File: config.mk
export PLATFORM = sky130hd
export DESIGN_NAME = sensor_poll_retry_fsm_core_flat
export DESIGN_NICKNAME = d
export VERILOG_FILES = /design/src/rtl/core/spr_pkg.sv /design/src/rtl/core/spr_if.sv /design/src/rtl/core/spr_csr.sv /design/src/rtl/core/spr_step.sv /design/src/rtl/core/sensor_poll_retry_fsm_core.sv /design/src/flat_wrapper.sv
export SDC_FILE = /design/constraint.sdc
export NUM_CORES = 1
export LEC_CHECK = 0
export ABC_AREA = 1
export CORE_ASPECT_RATIO = 1.2
export CORE_UTILIZATION = 40
export CTS_BUF_LIST = sky130_fd_sc_hd__clkbuf_4 sky130_fd_sc_hd__clkbuf_8 sky130_fd_sc_hd__clkbuf_16
export CTS_CLUSTER_DIAMETER = 40
export DETAILED_ROUTE_END_ITERATION = 10
export DONT_BUFFER_PORTS = 1
export HOLD_SLACK_MARGIN = 0.15
export PLACE_DENSITY = 0.54
export SYNTH_ARGS = -nofsm -noshare
export SYNTH_HDL_FRONTEND = slang
export SYNTH_SLANG_ARGS = --single-unit
File: constraint.sdc
create_clock -name clock -period 7.4 [get_ports clock]
set_clock_uncertainty 0.15 [all_clocks]
set_input_delay 1.11 -clock clock [delete_from_list [all_inputs] [get_ports clock]]
set_output_delay 1.11 -clock clock [all_outputs]
set_load 0.01 [all_outputs]
File: src/rtl/core/spr_pkg.sv
// Shared types and constants for the sensor poll and retry controller.
package spr_pkg;

   localparam int unsigned TimeWidth   = 32;
   localparam int unsigned PeriodWidth = 16;
   localparam int unsigned RetryWidth  = 4;
   localparam int unsigned TempWidth   = 16;
   localparam int unsigned CsrIdxWidth = 2;
   localparam int unsigned CsrWidth    = 16;

   localparam logic [PeriodWidth-1:0] MinPeriodRst      = 16'd5;
   localparam logic [PeriodWidth-1:0] OutdatedPeriodRst = 16'd60;
   localparam logic [RetryWidth-1:0]  RetryLimitRst     = 4'd3;
   localparam logic [TempWidth-1:0]   InvalidCodeRst    = 16'h7FFF;

   typedef enum logic [1:0] {
      PH_INIT    = 2'd0,
      PH_PENDING = 2'd1,
      PH_READY   = 2'd2,
      PH_ERROR   = 2'd3
   } phase_type;

   typedef enum logic [CsrIdxWidth-1:0] {
      CSR_MIN_PERIOD      = 2'd0,
      CSR_OUTDATED_PERIOD = 2'd1,
      CSR_RETRY_LIMIT     = 2'd2,
      CSR_INVALID_CODE    = 2'd3
   } csr_idx_type;

   typedef struct packed {
      logic [PeriodWidth-1:0]      min_period;
      logic [PeriodWidth-1:0]      outdated_period;
      logic [RetryWidth-1:0]       retry_limit;
      logic signed [TempWidth-1:0] invalid_code;
   } cfg_type;

   typedef struct packed {
      phase_type                   phase;
      logic [RetryWidth-1:0]       retries_left;
      logic [TimeWidth-1:0]        last_good_time;
      logic signed [TempWidth-1:0] cached_temp;
   } state_type;

   typedef struct packed {
      logic [TimeWidth-1:0]        now_sec;
      logic                        init_ok;
      logic                        meas_done;
      logic signed [TempWidth-1:0] meas_value;
   } item_type;

   typedef struct packed {
      logic                        start_meas;
      logic                        temp_valid;
      logic signed [TempWidth-1:0] temperature;
      logic [1:0]                  phase;
   } result_type;

endpackage

File: src/rtl/core/spr_if.sv
// Request and response channel interfaces of the sensor poll controller.
interface spr_req_if;
   import spr_pkg::*;
   logic                        valid;
   logic                        ready;
   logic [TimeWidth-1:0]        now_sec;
   logic                        init_ok;
   logic                        meas_done;
   logic signed [TempWidth-1:0] meas_value;

   modport source (output valid, output now_sec, output init_ok, output meas_done,
                   output meas_value, input ready);
   modport sink   (input valid, input now_sec, input init_ok, input meas_done,
                   input meas_value, output ready);
endinterface

interface spr_rsp_if;
   import spr_pkg::*;
   logic                        valid;
   logic                        ready;
   logic                        start_meas;
   logic                        temp_valid;
   logic signed [TempWidth-1:0] temperature;
   logic [1:0]                  phase;

   modport source (output valid, output start_meas, output temp_valid,
                   output temperature, output phase, input ready);
   modport sink   (input valid, input start_meas, input temp_valid,
                   input temperature, input phase, output ready);
endinterface

File: src/rtl/core/spr_csr.sv
// Configuration register file of the sensor poll controller.
module spr_csr (
   input  logic                             clock,
   input  logic                             reset,
   input  logic                             csr_we,
   input  logic [spr_pkg::CsrIdxWidth-1:0]  csr_index,
   input  logic [spr_pkg::CsrWidth-1:0]     csr_wdata,
   output spr_pkg::cfg_type                 cfg
);
   import spr_pkg::*;

   cfg_type cfg_ff;
   cfg_type cfg_in;

   always_comb begin
      cfg_in = cfg_ff;
      if (csr_we) begin
         unique case (csr_idx_type'(csr_index))
            CSR_MIN_PERIOD:      cfg_in.min_period      = csr_wdata[PeriodWidth-1:0];
            CSR_OUTDATED_PERIOD: cfg_in.outdated_period = csr_wdata[PeriodWidth-1:0];
            CSR_RETRY_LIMIT:     cfg_in.retry_limit     = csr_wdata[RetryWidth-1:0];
            CSR_INVALID_CODE:    cfg_in.invalid_code    = csr_wdata[TempWidth-1:0];
            default:             cfg_in = cfg_ff;
         endcase
      end
   end

   always_ff @(posedge clock) begin
      if (reset) begin
         cfg_ff.min_period      <= MinPeriodRst;
         cfg_ff.outdated_period <= OutdatedPeriodRst;
         cfg_ff.retry_limit     <= RetryLimitRst;
         cfg_ff.invalid_code    <= InvalidCodeRst;
      end else begin
         cfg_ff <= cfg_in;
      end
   end

   assign cfg = cfg_ff;

endmodule

File: src/rtl/core/spr_step.sv
// Per-poll update: phase transition, retry count, cache and freshness check.
module spr_step (
   input  spr_pkg::cfg_type    cfg,
   input  spr_pkg::state_type  state,
   input  spr_pkg::item_type   item,
   output spr_pkg::state_type  state_next,
   output spr_pkg::result_type result
);
   import spr_pkg::*;

   logic [TimeWidth-1:0] age;
   logic                 good_read;
   logic                 period_over;
   phase_type            phase_in;
   logic                 start;
   logic [RetryWidth-1:0]       retries_in;
   logic [TimeWidth-1:0]        last_in;
   logic signed [TempWidth-1:0] cached_upd;
   logic [TimeWidth-1:0]        age_out;
   logic                        fresh;

   assign age         = item.now_sec - state.last_good_time;
   assign good_read   = item.meas_done && (item.meas_value != cfg.invalid_code);
   assign period_over = age > {{(TimeWidth-PeriodWidth){1'b0}}, cfg.min_period};

   // Next phase
   always_comb begin
      phase_in = state.phase;
      unique case (state.phase)
         PH_INIT:    phase_in = item.init_ok ? PH_PENDING : PH_ERROR;
         PH_PENDING: begin
            if (good_read) begin
               phase_in = PH_READY;
            end else if (item.meas_done && (state.retries_left == '0)) begin
               phase_in = PH_ERROR;
            end
         end
         PH_READY:   if (period_over) phase_in = PH_PENDING;
         PH_ERROR:   phase_in = PH_INIT;
         default:    phase_in = PH_INIT;
      endcase
   end

   // Phase outputs and datapath updates
   always_comb begin
      start      = 1'b0;
      retries_in = state.retries_left;
      last_in    = state.last_good_time;
      cached_upd = state.cached_temp;
      unique case (state.phase)
         PH_INIT: begin
            if (item.init_ok) begin
               start      = 1'b1;
               retries_in = cfg.retry_limit;
            end
         end
         PH_PENDING: begin
            if (good_read) begin
               last_in    = item.now_sec;
               cached_upd = item.meas_value;
               retries_in = cfg.retry_limit;
            end else if (item.meas_done && (state.retries_left != '0)) begin
               retries_in = state.retries_left - 1'b1;
               start      = 1'b1;
            end
         end
         PH_READY: start = period_over;
         PH_ERROR: start = 1'b0;
         default:  start = 1'b0;
      endcase
   end

   // A fresh good reading has zero age; otherwise age is unchanged.
   assign age_out = (state.phase == PH_PENDING && good_read) ? '0 : age;
   assign fresh   = age_out < {{(TimeWidth-PeriodWidth){1'b0}}, cfg.outdated_period};

   always_comb begin
      state_next.phase          = phase_in;
      state_next.retries_left   = retries_in;
      state_next.last_good_time = last_in;
      state_next.cached_temp    = cached_upd;
      result.start_meas  = start;
      result.temp_valid  = 1'b0;
      result.temperature = cfg.invalid_code;
      result.phase       = phase_in;
      if (cached_upd != cfg.invalid_code) begin
         if (fresh) begin
            result.temp_valid  = 1'b1;
            result.temperature = cached_upd;
         end else begin
            state_next.cached_temp = cfg.invalid_code;
         end
      end
   end

endmodule

File: src/rtl/core/sensor_poll_retry_fsm_core.sv
// Top level of the sensor poll and retry controller.
// Path: an accepted request is registered, then moves into the response register when that frees.
// Throughput: one request per cycle while responses drain; the controller state is read and written in the
//    single update stage between the request register and the response register.
// Reset: synchronous, active high; clears both pipeline valids, returns the phase to init,
//    the retry count to 3, the time stamp to 0 and the cache and registers to reset values.
module sensor_poll_retry_fsm_core (
   input  logic                             clock,
   input  logic                             reset,
   spr_req_if.sink                          req_chan,
   spr_rsp_if.source                        rsp_chan,
   input  logic                             csr_we,
   input  logic [spr_pkg::CsrIdxWidth-1:0]  csr_index,
   input  logic [spr_pkg::CsrWidth-1:0]     csr_wdata
);
   import spr_pkg::*;

   cfg_type    cfg;

   // Request register stage
   logic       req_valid_ff;
   item_type   req_item_ff;

   // Controller state
   state_type  state_ff;
   state_type  state_in;

   // Response register stage
   logic       rsp_valid_ff;
   result_type rsp_data_ff;
   result_type result;

   logic       advance;
   logic       req_take;

   spr_csr u_csr (
      .clock     (clock),
      .reset     (reset),
      .csr_we    (csr_we),
      .csr_index (csr_index),
      .csr_wdata (csr_wdata),
      .cfg       (cfg)
   );

   spr_step u_step (
      .cfg        (cfg),
      .state      (state_ff),
      .item       (req_item_ff),
      .state_next (state_in),
      .result     (result)
   );

   // Advance the registered request into the response slot when that slot is
   // empty or is drained this cycle; the state updates on the same edge.
   assign advance  = req_valid_ff && (!rsp_valid_ff || rsp_chan.ready);
   assign req_chan.ready = !req_valid_ff || advance;
   assign req_take = req_chan.valid && req_chan.ready;

   always_ff @(posedge clock) begin
      if (reset) begin
         req_valid_ff <= 1'b0;
      end else begin
         req_valid_ff <= req_take || (req_valid_ff && !advance);
      end
   end

   // Hold the payload until a new request replaces it
   always_ff @(posedge clock) begin
      if (req_take) begin
         req_item_ff.now_sec    <= req_chan.now_sec;
         req_item_ff.init_ok    <= req_chan.init_ok;
         req_item_ff.meas_done  <= req_chan.meas_done;
         req_item_ff.meas_value <= req_chan.meas_value;
      end
   end

   always_ff @(posedge clock) begin
      if (reset) begin
         state_ff.phase          <= PH_INIT;
         state_ff.retries_left   <= RetryLimitRst;
         state_ff.last_good_time <= '0;
         state_ff.cached_temp    <= InvalidCodeRst;
      end else if (advance) begin
         state_ff <= state_in;
      end
   end

   always_ff @(posedge clock) begin
      if (reset) begin
         rsp_valid_ff <= 1'b0;
      end else if (advance) begin
         rsp_valid_ff <= 1'b1;
      end else if (rsp_chan.ready) begin
         rsp_valid_ff <= 1'b0;
      end
   end

   always_ff @(posedge clock) begin
      if (advance) begin
         rsp_data_ff <= result;
      end
   end

   assign rsp_chan.valid       = rsp_valid_ff;
   assign rsp_chan.start_meas  = rsp_data_ff.start_meas;
   assign rsp_chan.temp_valid  = rsp_data_ff.temp_valid;
   assign rsp_chan.temperature = rsp_data_ff.temperature;
   assign rsp_chan.phase       = rsp_data_ff.phase;

endmodule

File: src/flat_wrapper.sv
// flat-port wrapper written by rule: the top's interface ports become plain ports
module sensor_poll_retry_fsm_core_flat import spr_pkg::*;
  (clock, reset, csr_we, csr_index, csr_wdata, req_chan_valid, req_chan_now_sec, req_chan_init_ok, req_chan_meas_done, req_chan_meas_value, req_chan_ready, rsp_chan_valid, rsp_chan_start_meas, rsp_chan_temp_valid, rsp_chan_temperature, rsp_chan_phase, rsp_chan_ready);
  spr_req_if req_chan_i ();
  spr_rsp_if rsp_chan_i ();
  input  logic clock;
  input  logic reset;
  input  logic csr_we;
  input  logic [spr_pkg::CsrIdxWidth-1:0] csr_index;
  input  logic [spr_pkg::CsrWidth-1:0] csr_wdata;
  input wire logic [$bits(req_chan_i.valid)-1:0] req_chan_valid;
  input wire logic [$bits(req_chan_i.now_sec)-1:0] req_chan_now_sec;
  input wire logic [$bits(req_chan_i.init_ok)-1:0] req_chan_init_ok;
  input wire logic [$bits(req_chan_i.meas_done)-1:0] req_chan_meas_done;
  input wire logic [$bits(req_chan_i.meas_value)-1:0] req_chan_meas_value;
  output wire logic [$bits(req_chan_i.ready)-1:0] req_chan_ready;
  output wire logic [$bits(rsp_chan_i.valid)-1:0] rsp_chan_valid;
  output wire logic [$bits(rsp_chan_i.start_meas)-1:0] rsp_chan_start_meas;
  output wire logic [$bits(rsp_chan_i.temp_valid)-1:0] rsp_chan_temp_valid;
  output wire logic [$bits(rsp_chan_i.temperature)-1:0] rsp_chan_temperature;
  output wire logic [$bits(rsp_chan_i.phase)-1:0] rsp_chan_phase;
  input wire logic [$bits(rsp_chan_i.ready)-1:0] rsp_chan_ready;
  assign req_chan_i.valid = req_chan_valid;
  assign req_chan_i.now_sec = req_chan_now_sec;
  assign req_chan_i.init_ok = req_chan_init_ok;
  assign req_chan_i.meas_done = req_chan_meas_done;
  assign req_chan_i.meas_value = req_chan_meas_value;
  assign req_chan_ready = req_chan_i.ready;
  assign rsp_chan_valid = rsp_chan_i.valid;
  assign rsp_chan_start_meas = rsp_chan_i.start_meas;
  assign rsp_chan_temp_valid = rsp_chan_i.temp_valid;
  assign rsp_chan_temperature = rsp_chan_i.temperature;
  assign rsp_chan_phase = rsp_chan_i.phase;
  assign rsp_chan_i.ready = rsp_chan_ready;
  sensor_poll_retry_fsm_core u_core (.clock(clock), .reset(reset), .req_chan(req_chan_i), .rsp_chan(rsp_chan_i), .csr_we(csr_we), .csr_index(csr_index), .csr_wdata(csr_wdata));
endmodule
==> results_dict.tcl, run 1 <==
set metrics [dict create \
    required_ns 7.63 \
    critical_path_class "reg -> reg" \
    fin_crit_sh_pct 57.59 \
    grt_max_degree 64 \
    postRouteAntennaNets 0 \
    synthToLayoutAreaGrowth_pct 7.857 \
    maxSlewHeadroom_pct 23.34 \
    rsz0062_at_grt "no" \
    final_cell_area_sq_um 11420 \
    ys_ff_latch 178 \
    r2r_start "u_core.req_item_ff[4]" \
    worst_path_max_delay_cell "nand3_2" \
    cp-start-kind "flop" \
    vdd_drop_max_v 0.0001168 \
    die_w_um 150.5 \
    tightest_slew_ns 1.149 \
    clockBufferDepth 2 \
    syn_inst 1527 \
    cts_tree "built" \
    via_per_inst 4.861 \
    synth_top_area_share_pct 20.42 \
    worstHoldStart "u_core.state_ff[21]" \
    dp.final_hpwl_um 19630 \
    synth_top_area_cell "dfxtp_1" \
    synth_top_family_by_area "simple AND/OR/NAND/NOR gates" \
    fill_cells 2743 \
    synth_compound_area_share_pct 11.90 \
    track_usage_pct 20.70 \
    drt-pass1-iter-count 5 \
    synth-edff-count 70 \
    grt_pass1_vias 8709 \
    syn_area_per_cell_sq_um 6.935 \
    totalPowerFinal_w 0.002401 \
    cp-end-kind "flop" \
    num_io_pins 95 \
    worstPathArrival_ns 4.50 \
    row_count 64 \
    netlist_top_cells_area "dfxtp_1, edfxtp_1, nand2_1" \
    synthSimpleGateAreaFrac_pct 27.20 \
    min_period_ns 4.262 \
    path_clk_slew_ns 0.07 \
    hold_viol 0 \
    ys_types 39 \
    grt_overflow_total 0 \
    cts_resized 0 \
    p_leak_nw 5.750 \
    setup_tns_ns 0 \
    cts_hold_buffers 0 \
    dieArea_sq_um 27130 \
    status "finished, final reports clean" \
    vias 9027 \
    root_buffer "clkbuf_16" \
    synth_fa_ha_area_share_pct 7.632 \
    dpl_cell_area_sq_um 10860 \
    synth_ff_type "dfxtp_1" \
    final_nets 1651 \
    coreArea_sq_um 25780 \
    drive_gt1_share_pct 4.322 \
    worstSkewPairLatency_ns 0.44 \
    h-tree-depth 4 \
    pre_cts_slack_ns 3.071 \
    cts_setup_buffers 0 \
    die_y_um 180.2 \
    cts_buffers 17 \
    syn_area_sq_um 10590 \
    synth_nets 1664 \
    final_max_slew_viol_count 0 \
    drt-initial-drc-count 432 \
    synth_seq_area_share_pct 40.26 \
    setup_violations 0 \
    numClockSinks 178 \
    holdCritPathClass "reg -> reg" \
    wirelength_um 26720 \
    avgRoutedWirePerCell_um 14.39 \
    drc 0 \
    fin_ws_ns 3.138 \
    initial_core_util_pct 41.07 \
    ys_warn_count 0 \
    cpMostUsedCell "nand2_1" \
    fin_cells 1857 \
    maxCapViolations 0 \
    antenna_cells 0 \
    pwr_density_cell_nw_per_um2 210.2 \
    synthMuxAreaShare_pct 0 \
    port-buffer-count 0 \
    worstSetupStartpoint "u_core.req_item_ff[4]" \
    fmax_ghz 0.2347 \
    place_inst 1825 \
    place_congestion 0.8782 \
    worstPathMaxFanout 50 \
    grt_pass1_wl_um 43450 \
    synth-xor-area-share_pct 1.406 \
    crit_chain "inv_1, nand2_1, nand2_1, nor2_1, nand2_1, nor2_1, nand2_2, nand3_2, nand2_1, inv_1, ha_1, a21oi_1, nor2_1, a211oi_1, o221ai_1, nor3_4, nand2_4, inv_2, nand2_1, nand2_1, nand2_1, nand2_1" \
    grt_antenna_before_repair 1 \
    critPathMaxStageDelay_ns 0.87 \
    regArea_sq_um 4264 \
    multi_input_area_sq_um 5105 \
    ys_async_sr_fraction_pct 0 \
]
[cells by family after synthesis]
family / after synthesis
compound gates: 240
buf+inv: 315
simple gates: 713
flops: 178
xor+xnor: 17
fa+ha+maj: 64
[per-stage QoR]
step / hold slack (ns) / util, %
finish: 0.3104 / 44.30
global route: 0.3295 / 44.30
CTS: 0.3136 / 44.30
detailed placement: 0.2963 / 42.11
global placement: 0.2950 / 42.11
floorplan: 0.2736 / -
[flip-flops by register name, summed over array words and instances (netlist names)]
register and count:
u_core.rsp_chan.valid 1, u_core.state_ff 54, u_core.rsp_chan.phase 2, u_core.rsp_chan.start_meas 1
u_core.rsp_chan.temp_valid 1, u_core.req_valid_ff 1, u_core.u_csr.cfg 52, u_core.req_item_ff 50
u_core.rsp_chan.temperature 16
[path summary, 6_finish.rpt]
kind | end | cells after the start | slack [ns]
min | u_core.state_ff[21] | 2 | 0.31
max reg2reg | u_core.state_ff[4] | 22 | 3.14
max | u_core.state_ff[4] | 22 | 3.14
min reg2reg | u_core.state_ff[21] | 2 | 0.31
[metal layers]
layer	track usage (%)	up-vias	wire, um
met2	36.24	141	13370
met4	7.071	0	414
met3	5.241	23	1177
met5	0	-	0
li1	-	4779	-
met1	24.13	4084	11750
[area by class of cell]
type / count / area share, %
flip-flops and latches: 178 / 37.33
multi-input cells: 1034 / 44.69
well taps: 330 / 3.615
inverters: 279 / 9.169
clock buffers: 18 / 3.790
clock inverters: 14 / 1.139
repair buffers: 4 / 0.2629
[power breakdown]
group	total, W	switching [W]	internal [W]
combinational	0.000417	0.000273	0.000144
sequential	0.00110	0.0000271	0.00107
clock	0.000888	0.000416	0.000472
[critical path, delay by kind of cell, from the launching register on]
kind                     cells  cell delay (ns)
AO/OA/AOI/OAI                3             0.50
adder cells (fa/ha/maj)      1             0.29
flip-flops                   1             0.43
AND/OR/NAND/NOR             15             2.45
buffers and inverters        3             0.38
[cells in the final DEF (no fill, tap or decap), drive strengths merged, types with 3 or more instances in the layout]
master and count:
xor2 16, dfxtp 108, nand3 66, clkbuf 18, edfxtp 70, clkinv 8, nand3b 4, nor2 81
a211oi 3, a21oi 132, o211ai 9, nand2 541, ha 63, nor3 9, nand4 10, buf 4
o21ai 90, inv 282
[synth_stat cells (2+ instances only)]
master and number:
nor2_2 6, inv_2 9, nor2_1 75, buf_1 2, clkbuf_1 27, nand3_1 64, nor3_1 8, edfxtp_1 70
clkinv_1 2, o211ai_1 9, nand2_2 4, a21oi_1 132, a211oi_1 3, ha_1 63, o21ai_2 3, nand4_1 10
nand2_4 2, dfxtp_1 108, inv_1 268, xor2_1 16, nand3_2 2, o21ai_1 5, o21ai_0 82, nand2_1 535
nand3b_1 3, buf_6 6
Note: power is estimated with default switching activity, not from simulation.
==> run 2, diff against run 1 <==
==> constraint.sdc (replaced) <==
create_clock -name clock -period 4.3 [get_ports clock]
set_clock_uncertainty 0.15 [all_clocks]
set_input_delay 0.645 -clock clock [delete_from_list [all_inputs] [get_ports clock]]
set_output_delay 0.645 -clock clock [all_outputs]
set_load 0.01 [all_outputs]
==> results_dict.tcl, run 2 (synthesis results as in run 1) <==
set metrics [dict create \
    grt_max_degree 64 \
    grt_pass1_wl_um 44080 \
    dp.final_hpwl_um 20490 \
    die_w_um 150.5 \
    drc 0 \
    drive_gt1_share_pct 4.846 \
    track_usage_pct 21.30 \
    drt-initial-drc-count 427 \
    avgRoutedWirePerCell_um 14.57 \
    final_cell_mix "nand2_1, inv_1, a21oi_1, dfxtp_1, o21ai_0" \
    required_ns 4.54 \
    rr_worst_depth 21 \
    cts_tree "built" \
    vdd_drop_max_v 0.0002138 \
    grt_pass1_vias 8642 \
    final_nets 1713 \
    cp-start-kind "flop" \
    critical_path_class "reg -> reg" \
    grt_overflow_total 0 \
    post-route-util_pct 46.74 \
    root_buffer "clkbuf_16" \
    numClockSinks 178 \
    coreArea_sq_um 25780 \
    initial_core_util_pct 41.07 \
    holdCritPathClass "in -> reg" \
    dpl_cell_area_sq_um 10920 \
    cp-end-kind "flop" \
    final_max_slew_viol_count 0 \
    maxCapViolations 0 \
    tightest_slew_ns 0.9193 \
    grt_antenna_before_repair 0 \
    setup_violations 0 \
    h-tree-depth 4 \
    wirelength_um 27970 \
    min_period_ns 3.937 \
    worstSetupStartpoint "u_core.req_item_ff[25]" \
    r2r_start "u_core.req_item_ff[25]" \
    worstSkewPairLatency_ns 0.45 \
    status "finished, final reports clean" \
    worstHoldPathCells 2 \
    place_congestion 0.9041 \
    fin_crit_sh_pct 91.55 \
    postRouteAntennaNets 0 \
    worstPathArrival_ns 4.18 \
    path_clk_slew_ns 0.07 \
    fmax_ghz 0.2540 \
    die_y_um 180.2 \
    hold_viol 0 \
    pwr_density_cell_nw_per_um2 348.4 \
    regMostFlops "u_core.state_ff" \
    dieArea_sq_um 27130 \
    r2r_slack_ns 0.36 \
    final_cell_area_sq_um 12050 \
    p_leak_nw 6.032 \
    num_io_pins 95 \
    largest_register_ffs 54 \
    port-buffer-count 0 \
    maxSlewHeadroom_pct 38.24 \
    cp-endpoint "u_core.state_ff[4]" \
    setup_tns_ns 0 \
    rr_endpoint "u_core.state_ff[4]" \
    rsz0062_at_grt "no" \
    synthToLayoutAreaGrowth_pct 13.80 \
    vias 9213 \
    worstPathMaxFanout 25 \
    mostFrequentLayoutCell "nand2_1" \
    via_per_inst 4.798 \
    cts_buffers 17 \
    clockBufferDepth 2 \
    row_count 64 \
    drt-pass1-iter-count 5 \
]
-- run 2: cell types whose count changed in the layout (fill, tap and decap cells not counted), moves of 2 or more --
cell	change
dlygate4sd3_1	+53
buf_4	+8
clkinv_4	-3
inv_4	+3
clkinv_1	-2
clkinv_2	+2
-- run 2: power by group --
part / switching [W] / internal, W / total (W) / leakage [nW]
Combinational: 0.000483 / 0.000286 / 0.000770 / 4.21
Sequential: 0.0000470 / 0.00184 / 0.00189 / 1.53
Clock: 0.000749 / 0.000794 / 0.00154 / 0.284
-- run 2: area by class of cell --
class / count / area (sq um)
antenna: 1 / 2.502
clock buffer: 18 / 450.4
clock inverter: 14 / 117.6
fill: 2720 / 13730
inverter: 279 / 1050
multi-input combinational: 1034 / 5114
sequential: 178 / 4264
tap: 330 / 412.9
timing repair buffer: 66 / 640.6
-- run 2: metrics by stage --
| step | power (W) | hold slack (ns) | cells | setup slack (ns) |
|---|---|---|---|---|
| floorplan | 0.002475 | 0.2736 | 1527 | 1.017 |
| global placement | 0.002642 | 0.2951 | 1833 | 0.2562 |
| detailed placement | 0.002646 | 0.2981 | 1833 | 0.2898 |
| CTS | 0.004255 | 0.1508 | 1919 | 0.2885 |
| global route | 0.004445 | 0.1614 | 1919 | 0.01323 |
| finish | 0.004199 | 0.1746 | 1920 | 0.3634 |
-- run 2: routing by layer --
| layer | vias to the layer above | share of wire, % | wire [um] | global-route usage, % |
|---|---|---|---|---|
| li1 | 4912 | - | - | - |
| met1 | 4115 | 44 | 12220 | 24.88 |
| met2 | 150 | 49 | 13640 | 36.90 |
| met3 | 36 | 4.9 | 1362 | 5.291 |
| met4 | 0 | 2.7 | 743 | 8.242 |
| met5 | - | 0 | 0 | 0 |
-- run 2: critical path: stages, from the launching register on --
cell and delay, ns:
edfxtp_1 0.39, ha_1 0.36, nand2_1 0.19, inv_1 0.06, nand2_1 0.06, nand2_1 0.09, nand3b_1 0.29, xor2_1 0.32
nand2_1 0.08, inv_1 0.07, ha_1 0.23, a21oi_1 0.18, nor2_1 0.06, a211oi_1 0.21, o221ai_1 0.19, nor3_4 0.34
nand2_8 0.19, inv_4 0.16, nand2_1 0.06, nand2_1 0.08, nand2_1 0.05, nand2_1 0.05
-- run 2: timing repair --
action                                  in CTS  in global routing
gates resized for setup                      0                  2
endpoints found under the setup margin       0                 12
setup buffers                                0                  0
hold buffers                                54                  0
endpoints found under the hold margin       71                  0
-- run 2: worst min-delay path by stage --
stage	endpoint	start	slack, ns
2_1_floorplan	u_core.u_csr.cfg[16]	u_core.u_csr.cfg[16]	0.27
3_3_place_gp	u_core.state_ff[3]	u_core.state_ff[3]	0.30
3_5_place_dp	u_core.state_ff[8]	u_core.state_ff[8]	0.30
4_1_cts	u_core.u_csr.cfg[5]	reset	0.15
5_1_grt	u_core.req_valid_ff	req_chan_valid	0.16
6_report	u_core.req_valid_ff	req_chan_valid	0.17
